==> src/rtl/lfr_pkg.sv <==
// Shared constants and types for the LRU frame replacer.
package lfr_pkg;

  localparam int FRAME_W = 6;
  localparam int COUNT_W = 7;
  localparam int REQ_W = 2;
  localparam int DEFAULT_NUM_FRAMES = 64;

  localparam logic [REQ_W-1:0] REQ_VICTIM = 2'd0;
  localparam logic [REQ_W-1:0] REQ_PIN = 2'd1;
  localparam logic [REQ_W-1:0] REQ_UNPIN = 2'd2;

  // Broadcast control seen by every cell of the row.
  typedef struct packed {
    logic               shift_all;
    logic               pin_go;
    logic               unpin_go;
    logic [FRAME_W-1:0] frame;
  } cell_ctl_t;

endpackage

==> src/rtl/lfr_frame_replacer_core.sv <==
// The result word is registered: it appears in the cycle after its request word is accepted.
// Throughput: one request per cycle while the result side does not stall;
// the whole row of cells matches and shifts together.
// Reset empties the set at once (occupied bits cleared), no clearing pass.
// Frame numbers in the cells are not reset; empty cells are never read.
module lru_frame_replacer_core #(
  parameter int NUM_FRAMES = lfr_pkg::DEFAULT_NUM_FRAMES
) (
  input  logic                        clk,
  input  logic                        rst,
  input  logic                        in_valid,
  output logic                        in_stall,
  input  logic [lfr_pkg::REQ_W-1:0]   req_type,
  input  logic [lfr_pkg::FRAME_W-1:0] frame,
  output logic                        out_valid,
  input  logic                        out_stall,
  output logic                        found,
  output logic [lfr_pkg::FRAME_W-1:0] victim_frame,
  output logic [lfr_pkg::COUNT_W-1:0] evictable_count
);
  import lfr_pkg::*;

  cell_ctl_t             ctl;
  logic [FRAME_W-1:0]    cell_data [NUM_FRAMES];
  logic [NUM_FRAMES-1:0] cell_valid;
  logic [NUM_FRAMES-1:0] cell_match;
  logic [NUM_FRAMES:0]   kill;
  logic                  in_accept;
  logic                  in_range;
  logic                  present;
  logic                  remove;
  logic [COUNT_W-1:0]    count;
  logic [COUNT_W-1:0]    count_next;

  assign in_stall  = out_valid & out_stall;
  assign in_accept = in_valid & ~in_stall;
  assign in_range  = 32'(frame) < 32'(NUM_FRAMES);
  assign present   = |cell_match;

  always_comb begin
    ctl.frame     = frame;
    ctl.shift_all = in_accept && (req_type == REQ_VICTIM) && cell_valid[0];
    ctl.pin_go    = in_accept && (req_type == REQ_PIN) && in_range;
    ctl.unpin_go  = in_accept && (req_type == REQ_UNPIN) && in_range && !present
                    && !cell_valid[NUM_FRAMES-1];
  end

  assign remove     = ctl.shift_all | (ctl.pin_go & present);
  assign count_next = count + COUNT_W'(ctl.unpin_go) - COUNT_W'(remove);

  assign kill[0] = 1'b0;

  for (genvar i = 0; i < NUM_FRAMES; i++) begin : g_cell
    logic [FRAME_W-1:0] nb_data;
    logic               nb_valid;
    logic               prev_valid;

    if (i == NUM_FRAMES - 1) begin : g_last
      assign nb_data  = '0;
      assign nb_valid = 1'b0;
    end else begin : g_mid
      assign nb_data  = cell_data[i+1];
      assign nb_valid = cell_valid[i+1];
    end

    if (i == 0) begin : g_head
      assign prev_valid = 1'b1;
    end else begin : g_tail
      assign prev_valid = cell_valid[i-1];
    end

    lfr_cell u_cell (
      .clk        (clk),
      .rst        (rst),
      .ctl        (ctl),
      .nb_data    (nb_data),
      .nb_valid   (nb_valid),
      .prev_valid (prev_valid),
      .kill_in    (kill[i]),
      .data       (cell_data[i]),
      .valid      (cell_valid[i]),
      .match      (cell_match[i]),
      .kill_out   (kill[i+1])
    );
  end

  always_ff @(posedge clk) begin
    if (rst) begin
      count     <= '0;
      out_valid <= 1'b0;
    end else begin
      if (in_accept) begin
        count     <= count_next;
        out_valid <= 1'b1;
      end else if (!out_stall) begin
        out_valid <= 1'b0;
      end
    end
  end

  always_ff @(posedge clk) begin
    if (in_accept) begin
      found           <= ctl.shift_all;
      victim_frame    <= ctl.shift_all ? cell_data[0] : '0;
      evictable_count <= count_next;
    end
  end

  // Occupied cells always form an unbroken run from the oldest end.
  a_valid_prefix: assert property (@(posedge clk) disable iff (rst)
    ((cell_valid + NUM_FRAMES'(1)) & cell_valid) == '0)
    else $error("occupied cells are not contiguous");

  a_count_match: assert property (@(posedge clk) disable iff (rst)
    32'(count) == $countones(cell_valid))
    else $error("entry count disagrees with occupied cells");

  a_victim_found: assert property (@(posedge clk) disable iff (rst)
    in_accept && (req_type == REQ_VICTIM) && cell_valid[0] |=> out_valid && found)
    else $error("victim request on a nonempty set did not evict");

  a_no_dup: assert property (@(posedge clk) disable iff (rst)
    $countones(cell_match) <= 1)
    else $error("frame held in more than one cell");

endmodule

==> src/rtl/lfr_cell.sv <==
// One slot of the recency row: holds a frame number and its occupied bit.
module lfr_cell (
  input  logic                      clk,
  input  logic                      rst,
  input  lfr_pkg::cell_ctl_t        ctl,
  input  logic [lfr_pkg::FRAME_W-1:0] nb_data,
  input  logic                      nb_valid,
  input  logic                      prev_valid,
  input  logic                      kill_in,
  output logic [lfr_pkg::FRAME_W-1:0] data,
  output logic                      valid,
  output logic                      match,
  output logic                      kill_out
);
  import lfr_pkg::*;

  logic shift;
  logic load;

  assign match    = valid && (data == ctl.frame);
  assign kill_out = kill_in | match;

  // Close the gap: the matching slot and every younger one take the next slot; a victim request shifts every slot.
  assign shift = ctl.shift_all | (ctl.pin_go & (kill_in | match));
  // Append at the first empty slot.
  assign load  = ctl.unpin_go & ~valid & prev_valid;

  always_ff @(posedge clk) begin
    if (rst) begin
      valid <= 1'b0;
    end else if (shift) begin
      valid <= nb_valid;
    end else if (load) begin
      valid <= 1'b1;
    end
  end

  always_ff @(posedge clk) begin
    if (shift) begin
      data <= nb_data;
    end else if (load) begin
      data <= ctl.frame;
    end
  end

endmodule

==> config.mk <==
export PLATFORM = sky130hd
export DESIGN_NAME = lru_frame_replacer_core
export DESIGN_NICKNAME = d
export VERILOG_FILES = /design/src/rtl/lfr_pkg.sv /design/src/rtl/lfr_frame_replacer_core.sv /design/src/rtl/lfr_cell.sv
export SDC_FILE = /design/constraint.sdc
export NUM_CORES = 1
export LEC_CHECK = 0
export ABC_AREA = 1
export BUFFER_PORTS_ARGS = -buffer_cell sky130_fd_sc_hd__buf_2
export CORE_MARGIN = 2
export CORE_UTILIZATION = 30
export DETAILED_ROUTE_END_ITERATION = 12
export GPL_ROUTABILITY_DRIVEN = 0
export PLACE_DENSITY_LB_ADDON = 0.25
export REMOVE_ABC_BUFFERS = 1
export SLEW_MARGIN = 20
export SYNTH_ARGS = -nofsm -noshare
export SYNTH_HDL_FRONTEND = slang
export SYNTH_SLANG_ARGS = --single-unit
==> constraint.sdc <==
create_clock -name clk -period 5.4 [get_ports clk]
set_input_delay 0.81 -clock clk [delete_from_list [all_inputs] [get_ports clk]]
set_output_delay 0.81 -clock clk [all_outputs]
set_load 0.005 [all_outputs]
After elaboration in Yosys (flattened, before gate mapping)
Index checks and enable logic that the tools add are counted.
W data, S select, Z words.
- register bits after elaboration: 470
- bits in latches: 0
- RAM bits: 0
- memory bits (read-only): 0
- output and inout port bits: 16
- memories: 0
- $add $sub $neg: 2
- $mul: 0
- div/mod/pow operators: 0
- magnitude comparators: 0
- equal/unequal tests: 67
- shift-type cells: 0
- mux-type cells: 254
- bitwise gates (word level): 387
- reduce and logical (&&, ||, !) cells: 138
- operators with widths (operator ; number):
    $mux W6 ; 126
    $eq A6 B6 Y1 ; 64
    $and A1 B1 Y1 ; 194
    $mux W1 ; 128
    $or A1 B1 Y1 ; 128
    $reduce_bool A2 Y1 ; 63
    $logic_and A1 B1 Y1 ; 70
    $not A1 Y1 ; 65
    $reduce_or A64 Y1 ; 1
    $add A7 B1 Y7 ; 1
    $sub A7 B1 Y7 ; 1
    $eq A2 B1 Y1 const B ; 1
    $eq A2 B2 Y1 const B ; 1
    $logic_not A1 Y1 ; 2
    $logic_not A2 Y1 ; 1
    $ne A2 B1 Y1 const B ; 1
    $reduce_or A2 Y1 ; 1

Longest topological paths before layout
- depth in word-level cells: 68
- gate-level depth with buffers: 27
- depth with buffers taken out: 25

By module
A second synthesis with hierarchy kept.
- cells, all modules: 4994
- area total of the unflattened synthesis: 37099.3 um2
- by module, submodules not included (module ; instances ; cells each ; area an instance (um2)):
    lfr_cell ; 64 ; 75 ; 558.0
    lru_frame_replacer_core ; 1 ; 194 ; 1385.1

Worst setup path before layout
OpenSTA, ideal clock, no wires.
- kind: in2reg
- start: in out_stall
- end: reg evictable_count[6] (netlist name) (data pin)
- library setup time: 257 ps
- arrival time: 4817 ps
- required time: 5143 ps
- setup slack: 326 ps
- stages: 19
- cells stage by stage: nand2_1 inv_1 nor2_1 inv_1 nor4_1 inv_2 clkbuf_1 buf_1 o21ai_1 ha_1 inv_1 ha_1 fa_1 a21o_1 a21oi_1 o21ai_0 a21o_1 xnor2_1 inv_1
- RTL lines (what ; RTL line ; text):
    start, declared ; lfr_frame_replacer_core.sv:16 ; input logic out_stall,
    end signal, assigned ; lfr_frame_replacer_core.sv:105 ; evictable_count <= count_next;
    end, declared ; lfr_frame_replacer_core.sv:19 ; output logic [lfr_pkg::COUNT_W-1:0] evictable_count

Worst setup path in the final report
- start: in frame[1] (netlist name)
- end: reg evictable_count[6] (netlist name) (data pin)
- word-level cells in the longest chain between the ends: 8
- elaborated cells on any way between the ends: 136
- ends and longest elaborated chain (what ; RTL line ; text):
    start, declared ; lfr_frame_replacer_core.sv:14 ; input logic [lfr_pkg::FRAME_W-1:0] frame,
    $eq A6 B6 Y1 ; lfr_cell.sv:20 ; assign match = valid && (data == ctl.frame);
    $logic_and A1 B1 Y1 ; lfr_cell.sv:20 ;
    $reduce_or A64 Y1 (*) ; lfr_frame_replacer_core.sv:38 ; assign present = |cell_match;
    $logic_not A1 Y1 ; lfr_frame_replacer_core.sv:44 ; ctl.unpin_go = in_accept && (req_type == REQ_UNPIN) && in_range && !present
    $logic_and A1 B1 Y1 ; lfr_frame_replacer_core.sv:44 ;
    $logic_and A1 B1 Y1 ; lfr_frame_replacer_core.sv:45 ; && !cell_valid[NUM_FRAMES-1];
    $add A7 B1 Y7 ; lfr_frame_replacer_core.sv:49 ; assign count_next = count + COUNT_W'(ctl.unpin_go) - COUNT_W'(remove);
    $sub A7 B1 Y7 (*) ; lfr_frame_replacer_core.sv:49 ;
    via count_next[6] ; lfr_frame_replacer_core.sv:33 ; logic [COUNT_W-1:0] count_next;
The timed path passes the listed nets; every way through them passes the cells marked *.
A chain may end at the register's enable or synchronous reset.

==> results.ini <==
[outcome]
status=finished, final reports clean

[cells_and_area]
syn_to_final_growth_pct=13.69
final_common_cell=nand2_1
mostFrequentLayoutCells=997 x nand2_1, 438 x o21ai_0, 392 x edfxtp_1, 323 x inv_1, 230 x nor2_1
post-route-util_pct=34.28
finalNonFillerCells=4504
final_layout_size_suffix_gt1_share_pct=9.105
diodes=0
nets=3313

[timing]
slew_violations=0
period_share_pct=86.05
fmax_mhz=215.2
slew_headroom_pct=25.17
rsz0062_at_grt=false
worst_slew_pin_slew_ns=1.122
clock_skew_ns=0.04675
hold_violations=0
finalSetupViolations=0
hold_slack_ns=0.4527
period_minus_slack_ns=4.647

[clock_network]
cts_resized=0
cts_buffer_depth=3
clock_sinks=470
cts_hold_buf=0
cts_tree=yes
cts.clk_slew.worst_paths_ns=0.06
cts_buffers=55
clock_latency_ns=0.64
cts-root-buf=clkbuf_16
post_cts_buffers=0
htreeDepth=2

[synth]
synth_cells=3290
synth_adder_area_share_pct=0.4057
yosys_warnings=0
synth-xor-area-share_pct=3.467
seq_area_frac_synth_pct=50.27
synth_compound_area_share_pct=15.06
synthArstFlopShare_pct=0
synth_edf_count=392
synthMuxAreaShare_pct=0
yosys.area_share.simple_pct=22.28
syn_area_per_cell_um2=8.062
ys_ff_latch=470
syn_area_um2=26520
synth_ff_type=edfxtp_1
yosysUniqueCellTypes=63
synth_top_family_by_area=simple AND/OR/NAND/NOR gates

[setup_path]
rrSetupSlack_ns=1.08
r2r-start=g_cell[53].u_cell.data[0]$_DFFE_PP_
path_max_fanout=29
path_class=primary input to flop
worstRegToRegCells=20
crit_arrival_ns=5.03
startpoint_type=primary input
cp-startpoint=frame[1]
critPathRequiredTime_ns=5.79
cp-end-kind=flop

[power_and_ir_drop]
power_density_nw_per_um2=288.4
pwr-share-seq_pct=46.8
sw_frac_of_total_pct=24.65
p_sw_w=0.002144
pwr-share-clk_pct=44.5
ir_drop_uv=236.7
cellInternalPower_w=0.006554
p_comb_share_pct=8.7
fin_total_pwr_w=0.008698
p_leak_nw=11.73

[flow_run]
cap_violations=0

[drt]
dr.pass1.iters=6
via_per_inst=4.817
totalWireLength_um=75900
drc_errors=0
drtAntennaViolNets=0
drtIter0Drc=1591
num_vias=21700
wl_per_cell_um=16.85

[die]
core-area_um2=87970
die_y_um=301.3
ios=28
core.rowCount=109
die_area_um2=90810
die_x_um=301.3
initial_utilization_pct=30.15

[grt]
grt_pass1_vias=20490
antenna_found_initial=0
grt_pass1_wl_um=120100
grt_usage_pct=16.76
grt_max_degree=56
overflow=0

[worst_hold_path]
min_from=in_valid
hold_class=primary input to flop
holdPathStages=3

[placement]
dp_hpwl_um=50990
dpl.cell_count=4401
portBuffers=27

## worst paths after layout
kind                                   to
max          evictable_count[6]$_DFFE_PP_
max reg2reg  evictable_count[6]$_DFFE_PP_
min                out_valid$_SDFFE_PP0P_
min reg2reg         count[0]$_SDFFE_PP0P_
## metal layers
layer,GRT usage (%),share of wire [%],up-vias
met5,0,0,-
met4,3.613,1.8,0
met3,2.204,4.9,100
li1,-,-,10960
met2,26.86,45,495
met1,24.05,48,10150
## stage by stage
step / cell area [µm²] / setup TNS, ns / setup WS [ns]
6_report: 30160 / 0 / 0.7534
5_1_grt: 30160 / 0 / 0.4127
4_1_cts: 30160 / 0 / 0.7683
3_5_place_dp: 28320 / 0 / 0.1073
3_3_place_gp: 28320 / 0 / 0.1540
2_1_floorplan: 25540 / -0.4219 / -0.2471
## synth_stat cells (6+ instances only)
library cell  instances  area, µm²
inv_1               325       1220
a21oi_1              77      385.4
or2_1                 6      37.54
ha_1                  7      87.58
nand2_1             998       3746
nor4_1               14      87.58
clkbuf_1            105      394.1
o21ai_0             439       2197
o22ai_1              24      150.1
nor3_1               35      175.2
xnor2_1              48      420.4
nand3b_1              7      52.55
inv_2                 9      33.78
o31ai_2              15      187.7
o21ai_1              92      460.4
buf_4                21      157.7
a31o_2               12      105.1
nand3_1              76      380.4
edfxtp_1            392      11770
dfxtp_1              78       1562
xor2_1               57      499.2
buf_6                 7      78.83
a31oi_1              18      112.6
or2_2                12      75.07
buf_2                61      305.3
nor2_1              230      863.3
a211oi_1             12      90.09
nand4_1              39      244.0
## logic make-up after synthesis
family,after synthesis
flops,470
fa+ha+maj,8
buf+inv,536
simple gates,1446
compound gates,725
xor+xnor,105
## sequential cells by signal, indices dropped and copies added, names as in the netlist
name	flops
g_cell.u_cell.data	384
g_cell.u_cell.valid	64
count	7
evictable_count	7
victim_frame	6
found	1
out_valid	1
## critical path: stages
cell,delay [ns]
buf_2,0.18
inv_6,0.26
buf_4,0.36
nand2_1,0.09
nand2_1,0.06
nor3_1,0.04
nand2_1,0.10
nand2_1,0.10
nor2_2,0.20
nand2_1,0.16
nor2_2,0.21
nand2_2,0.10
nor2_1,0.29
o21ai_1,0.16
ha_1,0.32
inv_1,0.04
ha_1,0.21
fa_1,0.42
a21o_1,0.20
a21oi_1,0.18
o21ai_0,0.10
a21o_1,0.17
xnor2_1,0.18
inv_1,0.06
## layout make-up
| class | instances | area, µm² |
|---|---|---|
| multi-input cells | 2284 | 10930 |
| well taps | 1165 | 1458 |
| repair buffers | 145 | 1314 |
| fillers | 9198 | 57810 |
| inverters | 337 | 1285 |
| flip-flops and latches | 470 | 13330 |
| clock buffers | 71 | 1476 |
| clock inverters | 32 | 357.8 |
## power by group through the flow
stage | registers, W | clock network (W) | logic, W
after floorplan | 0.00414 | 0 | 0.000426
after global placement | 0.00415 | 0 | 0.000757
after detailed placement | 0.00415 | 0 | 0.000758
after CTS | 0.00407 | 0.00395 | 0.000763
after global routing | 0.00408 | 0.00409 | 0.000848
final | 0.00407 | 0.00387 | 0.000756
(Power assumes the default switching activity.)
